==> config.mk <==
export PLATFORM = sky130hd
export DESIGN_NAME = cluster_band_access_controller_unit
export DESIGN_NICKNAME = d
export VERILOG_FILES = /design/src/hdl/cbac_pkg.sv /design/src/hdl/cbac_band_scan.sv /design/src/hdl/cluster_band_access_controller_unit.sv
export SDC_FILE = /design/constraint.sdc
export NUM_CORES = 1
export LEC_CHECK = 0
export BUFFER_PORTS_ARGS = -buffer_cell sky130_fd_sc_hd__buf_2
export CAP_MARGIN = 20
export CORE_MARGIN = 8
export CORE_UTILIZATION = 37
export CTS_BUF_LIST = sky130_fd_sc_hd__clkbuf_8 sky130_fd_sc_hd__clkbuf_16
export CTS_CLUSTER_SIZE = 24
export DETAILED_ROUTE_END_ITERATION = 12
export PLACE_DENSITY = 0.66
export SYNTH_ARGS = -nofsm -noshare
export SYNTH_HDL_FRONTEND = slang
export SYNTH_SLANG_ARGS = --single-unit
==> constraint.sdc <==
create_clock -name clk -period 8.6 [get_ports clk]
set_input_delay 0.43 -clock clk [delete_from_list [all_inputs] [get_ports clk]]
set_output_delay 0.43 -clock clk [all_outputs]
set_load 0.05 [all_outputs]
==> src/hdl/cbac_pkg.sv <==
// Shared types, constants and helpers for the cluster band access controller.
// No dependencies; imported by every module of the block.
`timescale 1ns / 1ps

package cbac_pkg;

	localparam int NUM_HEADS   = 5;
	localparam int NUM_BANDS   = 19;
	localparam int SHARED_BAND = NUM_BANDS;
	localparam int HEAD_W      = 3;
	localparam int BAND_W      = 5;
	localparam int BO_W        = 10;
	localparam int INIT_W      = 3;
	localparam int JIT_W       = 5;
	localparam logic [BO_W-1:0] BO_LIMIT_RST = BO_W'(512);

	typedef enum logic [1:0] {
		MODE_SEARCHING = 2'd0,
		MODE_NORMAL    = 2'd1,
		MODE_DISPLACED = 2'd2,
		MODE_UNDERLAY  = 2'd3
	} mode_t;

	typedef enum logic [1:0] {
		ST_IDLE,
		ST_EVAL,
		ST_SCAN,
		ST_FINISH
	} ctrl_state_t;

	typedef logic [HEAD_W-1:0] head_t;
	typedef logic [BAND_W-1:0] band_t;
	typedef logic [BO_W-1:0] bo_t;
	typedef logic [NUM_BANDS-1:0] pu_t;
	typedef mode_t [NUM_HEADS-1:0] mode_arr_t;
	typedef band_t [NUM_HEADS-1:0] band_arr_t;

	typedef struct packed {
		logic  done;
		logic  found;
		band_t band;
	} scan_res_t;

	// bands outside the regular range never carry a primary user
	function automatic logic band_busy(pu_t pu, band_t b);
		logic busy;
		busy = 1'b0;
		if (b < BAND_W'(NUM_BANDS)) begin
			busy = pu[b];
		end
		return busy;
	endfunction

endpackage

==> src/hdl/cbac_band_scan.sv <==
// Free-band search unit: one regular band per cycle, compared against primary users and every other normal-mode head.
// Depends on cbac_pkg.
`timescale 1ns / 1ps

module cbac_band_scan (
	input  logic                clk,
	input  logic                arst_n,
	input  logic                start,
	input  cbac_pkg::head_t     self,
	input  cbac_pkg::pu_t       pu_active,
	input  cbac_pkg::mode_arr_t head_mode,
	input  cbac_pkg::band_arr_t head_band,
	output cbac_pkg::scan_res_t result
);
	import cbac_pkg::*;

	band_t m_q;
	logic  busy_q;
	logic  taken;
	logic  last;

	always_comb begin
		taken = band_busy(pu_active, m_q);
		for (int k = 0; k < NUM_HEADS; k++) begin
			if (HEAD_W'(k) != self && head_mode[k] == MODE_NORMAL && head_band[k] == m_q) begin
				taken = 1'b1;
			end
		end
	end

	assign last         = (m_q == BAND_W'(NUM_BANDS - 1));
	assign result.done  = busy_q && (!taken || last);
	assign result.found = busy_q && !taken;
	assign result.band  = m_q;

	always_ff @(posedge clk or negedge arst_n) begin
		if (!arst_n) begin
			busy_q <= 1'b0;
			m_q    <= '0;
		end else if (start) begin
			busy_q <= 1'b1;
			m_q    <= '0;
		end else if (busy_q) begin
			if (!taken || last) begin
				busy_q <= 1'b0;
			end else begin
				m_q <= m_q + BAND_W'(1);
			end
		end
	end

endmodule

==> src/hdl/cluster_band_access_controller_unit.sv <==
// Cluster band access controller: per-head mode, band and backoff with a sequencer.
// Depends on cbac_pkg and cbac_band_scan.
// Sequence: accept in idle, evaluate, scan the regular bands (one band per cycle) for a
// searching/underlay head, then finish; displaced/normal heads and an invalid head skip the scan.
// A new item is taken only after the current one has finished; a stalled result holds finish.
// Reset: all heads searching, band 0, backoff 0, backoff limit 512; clears at once.
`timescale 1ns / 1ps

module cluster_band_access_controller_unit (
	input  logic                                 clk,
	input  logic                                 arst_n,
	input  logic                                 in_valid,
	output logic                                 in_stall,
	input  logic [cbac_pkg::HEAD_W-1:0]          head,
	input  logic [cbac_pkg::NUM_BANDS-1:0]       pu_active,
	input  logic [cbac_pkg::INIT_W-1:0]          initial_backoff,
	input  logic                                 collision,
	input  logic                                 backoff_fail,
	input  logic [cbac_pkg::JIT_W-1:0]           jitter,
	output logic                                 out_valid,
	input  logic                                 out_stall,
	output logic [cbac_pkg::HEAD_W-1:0]          head_out,
	output logic [1:0]                           mode,
	output logic [cbac_pkg::BAND_W-1:0]          band,
	output logic [cbac_pkg::BO_W-1:0]            backoff,
	output logic                                 delivered,
	output logic                                 outage_begin,
	output logic                                 underlay_attempt,
	output logic                                 underlay_success,
	input  logic                                 cfg_valid,
	output logic                                 cfg_ready,
	input  logic [cbac_pkg::BO_W-1:0]            backoff_limit
);
	import cbac_pkg::*;

	ctrl_state_t state_q, state_nx;

	mode_arr_t mode_q;
	band_arr_t band_q;
	bo_t       bo_q [NUM_HEADS];
	bo_t       max_bo_q;

	// latched item
	head_t                head_q;
	pu_t                  pu_q;
	logic [INIT_W-1:0]    init_q;
	logic                 col_q;
	logic                 fail_q;
	logic [JIT_W-1:0]     jit_q;

	// step result under construction
	logic  head_ok_q;
	logic  was_normal_q;
	mode_t nmode_q;
	band_t nband_q;
	bo_t   nbo_q;
	logic  attempt_q;
	logic  success_q;

	// output register
	logic  out_valid_q;
	head_t out_head_q;
	mode_t out_mode_q;
	band_t out_band_q;
	bo_t   out_bo_q;
	logic  out_deliv_q;
	logic  out_outage_q;
	logic  out_att_q;
	logic  out_succ_q;

	// evaluation of the displaced path
	logic                head_ok;
	mode_t               cur_mode;
	band_t               cur_band;
	bo_t                 cur_bo;
	mode_t               e_mode;
	band_t               e_band;
	bo_t                 e_bo;
	logic                e_att;
	logic                e_succ;
	logic [BO_W+1:0]     v;
	logic                need_scan;

	logic      accept;
	logic      scan_start;
	logic      fin_go;
	scan_res_t scan_res;

	assign accept    = in_valid && !in_stall;
	assign head_ok   = (head_q < HEAD_W'(NUM_HEADS));
	assign cur_mode  = mode_q[head_q];
	assign cur_band  = band_q[head_q];
	assign cur_bo    = bo_q[head_q];
	assign cfg_ready = 1'b1;

	always_comb begin
		e_mode = cur_mode;
		e_band = cur_band;
		e_bo   = cur_bo;
		e_att  = 1'b0;
		e_succ = 1'b0;
		v      = '0;
		if (cur_mode == MODE_NORMAL && band_busy(pu_q, cur_band)) begin
			e_mode = MODE_DISPLACED;
			e_bo   = BO_W'(init_q);
		end
		if (e_mode == MODE_DISPLACED) begin
			if (e_bo != '0) begin
				e_bo = e_bo - BO_W'(1);
			end else begin
				e_att = 1'b1;
				if (!col_q) begin
					e_mode = MODE_UNDERLAY;
					e_band = BAND_W'(SHARED_BAND);
					e_bo   = '0;
					e_succ = 1'b1;
				end else begin
					v = {1'b0, e_bo, 1'b0} + (fail_q ? '0 : (BO_W+2)'(jit_q));
					if (v > (BO_W+2)'(max_bo_q)) begin
						v = (BO_W+2)'(max_bo_q);
					end
					if (v == '0) begin
						v = (BO_W+2)'(1);
					end
					e_bo = v[BO_W-1:0];
				end
			end
		end
		// a head that just reached the underlay band waits for its next turn to scan
		need_scan = head_ok && (cur_mode == MODE_SEARCHING || cur_mode == MODE_UNDERLAY);
	end

	always_comb begin
		state_nx   = state_q;
		in_stall   = 1'b1;
		scan_start = 1'b0;
		fin_go     = 1'b0;
		unique case (state_q)
			ST_IDLE: begin
				in_stall = 1'b0;
				if (in_valid) begin
					state_nx = ST_EVAL;
				end
			end
			ST_EVAL: begin
				if (need_scan) begin
					scan_start = 1'b1;
					state_nx   = ST_SCAN;
				end else begin
					state_nx = ST_FINISH;
				end
			end
			ST_SCAN: begin
				if (scan_res.done) begin
					state_nx = ST_FINISH;
				end
			end
			ST_FINISH: begin
				if (!out_valid_q || !out_stall) begin
					fin_go   = 1'b1;
					state_nx = ST_IDLE;
				end
			end
			default: state_nx = ST_IDLE;
		endcase
	end

	always_ff @(posedge clk or negedge arst_n) begin
		if (!arst_n) begin
			state_q <= ST_IDLE;
		end else begin
			state_q <= state_nx;
		end
	end

	cbac_band_scan u_scan (
		.clk       (clk),
		.arst_n    (arst_n),
		.start     (scan_start),
		.self      (head_q),
		.pu_active (pu_q),
		.head_mode (mode_q),
		.head_band (band_q),
		.result    (scan_res)
	);

	// item capture and step result
	always_ff @(posedge clk) begin
		if (accept) begin
			head_q <= head;
			pu_q   <= pu_active;
			init_q <= initial_backoff;
			col_q  <= collision;
			fail_q <= backoff_fail;
			jit_q  <= jitter;
		end
		if (state_q == ST_EVAL) begin
			head_ok_q <= head_ok;
			if (head_ok) begin
				was_normal_q <= (cur_mode == MODE_NORMAL);
				nmode_q      <= e_mode;
				nband_q      <= e_band;
				nbo_q        <= e_bo;
				attempt_q    <= e_att;
				success_q    <= e_succ;
			end else begin
				was_normal_q <= 1'b0;
				nmode_q      <= MODE_SEARCHING;
				nband_q      <= '0;
				nbo_q        <= '0;
				attempt_q    <= 1'b0;
				success_q    <= 1'b0;
			end
		end
		if (state_q == ST_SCAN && scan_res.found) begin
			nmode_q <= MODE_NORMAL;
			nband_q <= scan_res.band;
		end
		if (fin_go) begin
			out_head_q   <= head_q;
			out_mode_q   <= nmode_q;
			out_band_q   <= nband_q;
			out_bo_q     <= nbo_q;
			out_deliv_q  <= (nmode_q == MODE_NORMAL);
			out_outage_q <= was_normal_q && (nmode_q != MODE_NORMAL);
			out_att_q    <= attempt_q;
			out_succ_q   <= success_q;
		end
	end

	// per-head state and configuration
	always_ff @(posedge clk or negedge arst_n) begin
		if (!arst_n) begin
			for (int k = 0; k < NUM_HEADS; k++) begin
				mode_q[k] <= MODE_SEARCHING;
				band_q[k] <= '0;
				bo_q[k]   <= '0;
			end
			max_bo_q    <= BO_LIMIT_RST;
			out_valid_q <= 1'b0;
		end else begin
			if (cfg_valid && cfg_ready) begin
				max_bo_q <= backoff_limit;
			end
			if (fin_go && head_ok_q) begin
				mode_q[head_q] <= nmode_q;
				band_q[head_q] <= nband_q;
				bo_q[head_q]   <= nbo_q;
			end
			if (fin_go) begin
				out_valid_q <= 1'b1;
			end else if (!out_stall) begin
				out_valid_q <= 1'b0;
			end
		end
	end

	assign out_valid        = out_valid_q;
	assign head_out         = out_head_q;
	assign mode             = out_mode_q;
	assign band             = out_band_q;
	assign backoff          = out_bo_q;
	assign delivered        = out_deliv_q;
	assign outage_begin     = out_outage_q;
	assign underlay_attempt = out_att_q;
	assign underlay_success = out_succ_q;

endmodule

==> flow_metrics.tcl <==
set metrics [dict create \
    final_hold_viol_count 0 \
    p_seq_frac 0.505 \
    nets 942 \
    powerDensity_mw_per_mm2 164 \
    grt-ovfl-total 0 \
    finClkSkew_ns 0.00894 \
    antenna_cells 0 \
    syn_area_mm2 0.00962 \
    clk_pin_slew_worst_paths_ns 0.07 \
    finalCriticalPeriod_ns 7.11 \
    wl_per_cell_um 19.5 \
    setup_ws_ns 1.49 \
    yosysUniqueCellTypes 82 \
    routabilityCongestion 0.903 \
    dpl_worst_slack_ns 1.50 \
    finalSetupViolCount 0 \
    num_io_pins 74 \
    synthesis.instances 811 \
    p_clk_frac 0.473 \
    cts_tree "yes" \
    cts.sinks 181 \
    critPathArrivalTime_ns 7.31 \
    combPwrFrac 0.022 \
    synth_area_leader_cell "dfrtp_1" \
    drc 0 \
    totalPowerFinal_mw 1.79 \
    ys_async_sr_fraction 0.575 \
    grt_use_total 0.153 \
    p_leak_nw 4.69 \
    p_int_mw 1.42 \
    viasPerCell 5.54 \
    rsz0062_at_grt "no" \
    io_buffers 72 \
    synth_edf_count 75 \
    cts_setup_buffers 0 \
    avgSynthCellArea_um2 11.9 \
    grt_pass1_wl_mm 37.7 \
    detail-route-antenna-nets 0 \
    netSwitchingFraction 0.206 \
    seq_area_frac_synth 0.509 \
    maxSlewHeadroom 0.313 \
    totalWireLength_mm 23.8 \
    dieWidth_um 177 \
    syn_nets 881 \
    yosysTopAreaCellShare 0.268 \
    drive_gt1_frac 0.271 \
    synth_area_leaders "dfrtp_1 27%, edfxtp_1 23%, mux2_2 11%, mux4_2 3.3%, ha_1 3.0%" \
    hp-class "in2reg" \
    slew_viol_final 0 \
    synth_ff_type "dfrtp_1" \
    synth_most_common_cell "dfrtp_1" \
    synth_common_cells "103 x dfrtp_1, 92 x mux2_2, 75 x edfxtp_1" \
    area_delta_synth_final_pct 13.6 \
    ys_seq_elements 181 \
    rows 59 \
    peakVddDrop_mv 0.124 \
    design.die.area_mm2 0.0314 \
    finalCritPeriodShare 0.827 \
    root_buffer "clkbuf_16" \
    setup_tns_ns 0 \
    dp_hpwl_mm 17.3 \
    cp_max_fo 42 \
    fin_hold_ws_ns 0.167 \
    die_h_um 177 \
    utilization 0.424 \
    crit_required_ns 8.80 \
    cts_buffers 17 \
    status "finished, final reports clean" \
    placed_area_mm2 0.0103 \
    dp_cells 1187 \
    vias 6754 \
    worstMarginPinSlew_ns 1.03 \
    core_area_mm2 0.0258 \
    antenna_found_initial 0 \
    drt-pass1-iter-count 5 \
    clk_path_buf_depth 2 \
    drv_cap 0 \
    yosys_warnings 0 \
    htree_levels 4 \
    max_clock_freq_mhz 141 \
    crit_path_start_kind "register" \
    fin_area_mm2 0.0109 \
    p_switching_mw 0.369 \
    drt_iter0_markers 520 \
    clock_latency_ns 0.43 \
    grt_pass1_vias 6812 \
    initial_core_util 0.373 \
    critPathCaptureType "register" \
    grt_max_degree 72 \
    worst-setup-path-type "reg2reg" \
    stdcell_count 1219 \
]
-- critical path, stage by stage, from the launching register on --
cell      delay, ns
edfxtp_1       0.52
buf_4          0.57
mux2_2         0.43
a22oi_2        0.21
nand2_1        0.16
and3_1         0.18
o32a_4         0.39
a211oi_4       0.50
mux2_2         0.43
ha_1           0.27
ha_1           0.23
a21o_1         0.17
a21oi_1        0.18
nor2b_1        0.33
xnor2_1        0.16
nor2_1         0.05
a31oi_1        0.28
ha_1           0.29
nand3_1        0.08
o21ai_0        0.09
a21o_1         0.18
a21oi_1        0.14
a41oi_1        0.10
a21oi_2        0.35
mux2_2         0.39
o21a_1         0.18
-- sequential cells by signal, summed over array words and instances, names as in the netlist, 10 cells and up --
signal,count
pu_q,19
backoff,10
nbo_q,10
band_q,25
bo_q,50
mode_q,10
max_bo_q,10
-- power by group through the flow --
stage | clock network [mW] | registers [mW] | logic [mW]
after CTS | 0.864 | 0.905 | 0.0405
after detailed placement | 0 | 0.923 | 0.0400
after floorplan | 0 | 0.921 | 0.0161
final | 0.847 | 0.905 | 0.0393
after global placement | 0 | 0.923 | 0.0393
after global routing | 0.897 | 0.905 | 0.0457
-- what timing repair did --
item / 4_1_cts / 5_1_grt
hold buffers: 1 / 0
setup endpoints to repair: 0 / 0
endpoints found under the hold margin: 32 / 0
resized for setup: 0 / 0
-- cells by family (layout without fill, tap and decap cells) --
family                   Yosys count  in the layout  synth area share
XOR/XNOR                          34             34            0.0310
AO/OA/AOI/OAI                    169            169             0.120
adder cells (fa/ha/maj)           23             23            0.0299
buffers and inverters             67            140            0.0297
other                              1              1          0.000390
AND/OR/NAND/NOR                  206            206             0.114
flip-flops                       181            181             0.509
multiplexers                     130            130             0.166
-- cells in the final DEF (no fill, tap or decap), types with 4 or more instances in the layout --
cell type,Yosys,routed
nor3_1,11,11
mux2i_1,22,22
dfrtp_1,103,103
mux2_2,92,92
nand2b_1,13,13
a21oi_1,38,38
xor2_1,18,18
o21ai_0,39,39
a21o_1,9,9
clkbuf_16,0,18
buf_2,6,71
inv_1,28,29
and2_1,7,7
edfxtp_1,75,75
ha_1,23,23
a211oi_1,7,7
o21a_1,8,8
nor2_1,37,37
and3_1,10,10
nor2b_1,18,18
nor4_1,4,4
bufinv_16,0,4
o22ai_1,6,6
mux4_2,14,14
nand3b_1,4,4
a221oi_1,4,4
nand3_1,27,27
or2_2,7,7
nand4_1,5,5
buf_4,3,9
a31oi_1,6,6
inv_6,0,4
a22o_1,5,5
xnor2_1,16,16
nand2_1,45,45
-- area by class of cell --
cell class | instances | area (um2)
Clock buffer | 18 | 450
Clock inverter | 13 | 190
Fill cell | 2387 | 14800
Inverter | 28 | 105
Multi-Input combinational cell | 563 | 4440
Sequential cell | 181 | 4900
Tap cell | 335 | 419
Timing Repair Buffer | 81 | 433
-- final timing paths --
| path | start | to | slack (ns) | depth (start not counted) |
|---|---|---|---|---|
| worst max-delay path | head_q[0]$_DFFE_PP_ | nbo_q[6]$_SDFFCE_PN0P_ | 1.49 | 25 |
| worst min-delay path | initial_backoff[1] | init_q[1]$_DFFE_PP_ | 0.17 | 1 |
| worst max register to register | head_q[0]$_DFFE_PP_ | nbo_q[6]$_SDFFCE_PN0P_ | 1.49 | 25 |
| worst min register to register | attempt_q$_SDFFCE_PN0P_ | underlay_attempt$_DFFE_PP_ | 0.44 | 0 |
| max in group asynchronous | arst_n | u_scan.m_q[0]$_DFFE_PN0P_ | 6.82 | 3 |
| min in group asynchronous | arst_n | bo_q[46]$_DFFE_PN0P_ | 0.50 | 2 |
-- per-layer routing --
| metal | GRT usage | up-vias | share of wire |
|---|---|---|---|
| met5 | 0 | - | 0 |
| li1 | - | 3126 | - |
| met3 | 0.0247 | 36 | 0.049 |
| met2 | 0.236 | 213 | 0.46 |
| met1 | 0.216 | 3379 | 0.48 |
| met4 | 0.0531 | 0 | 0.020 |
No activity file was read; power rests on OpenSTA's default activity.
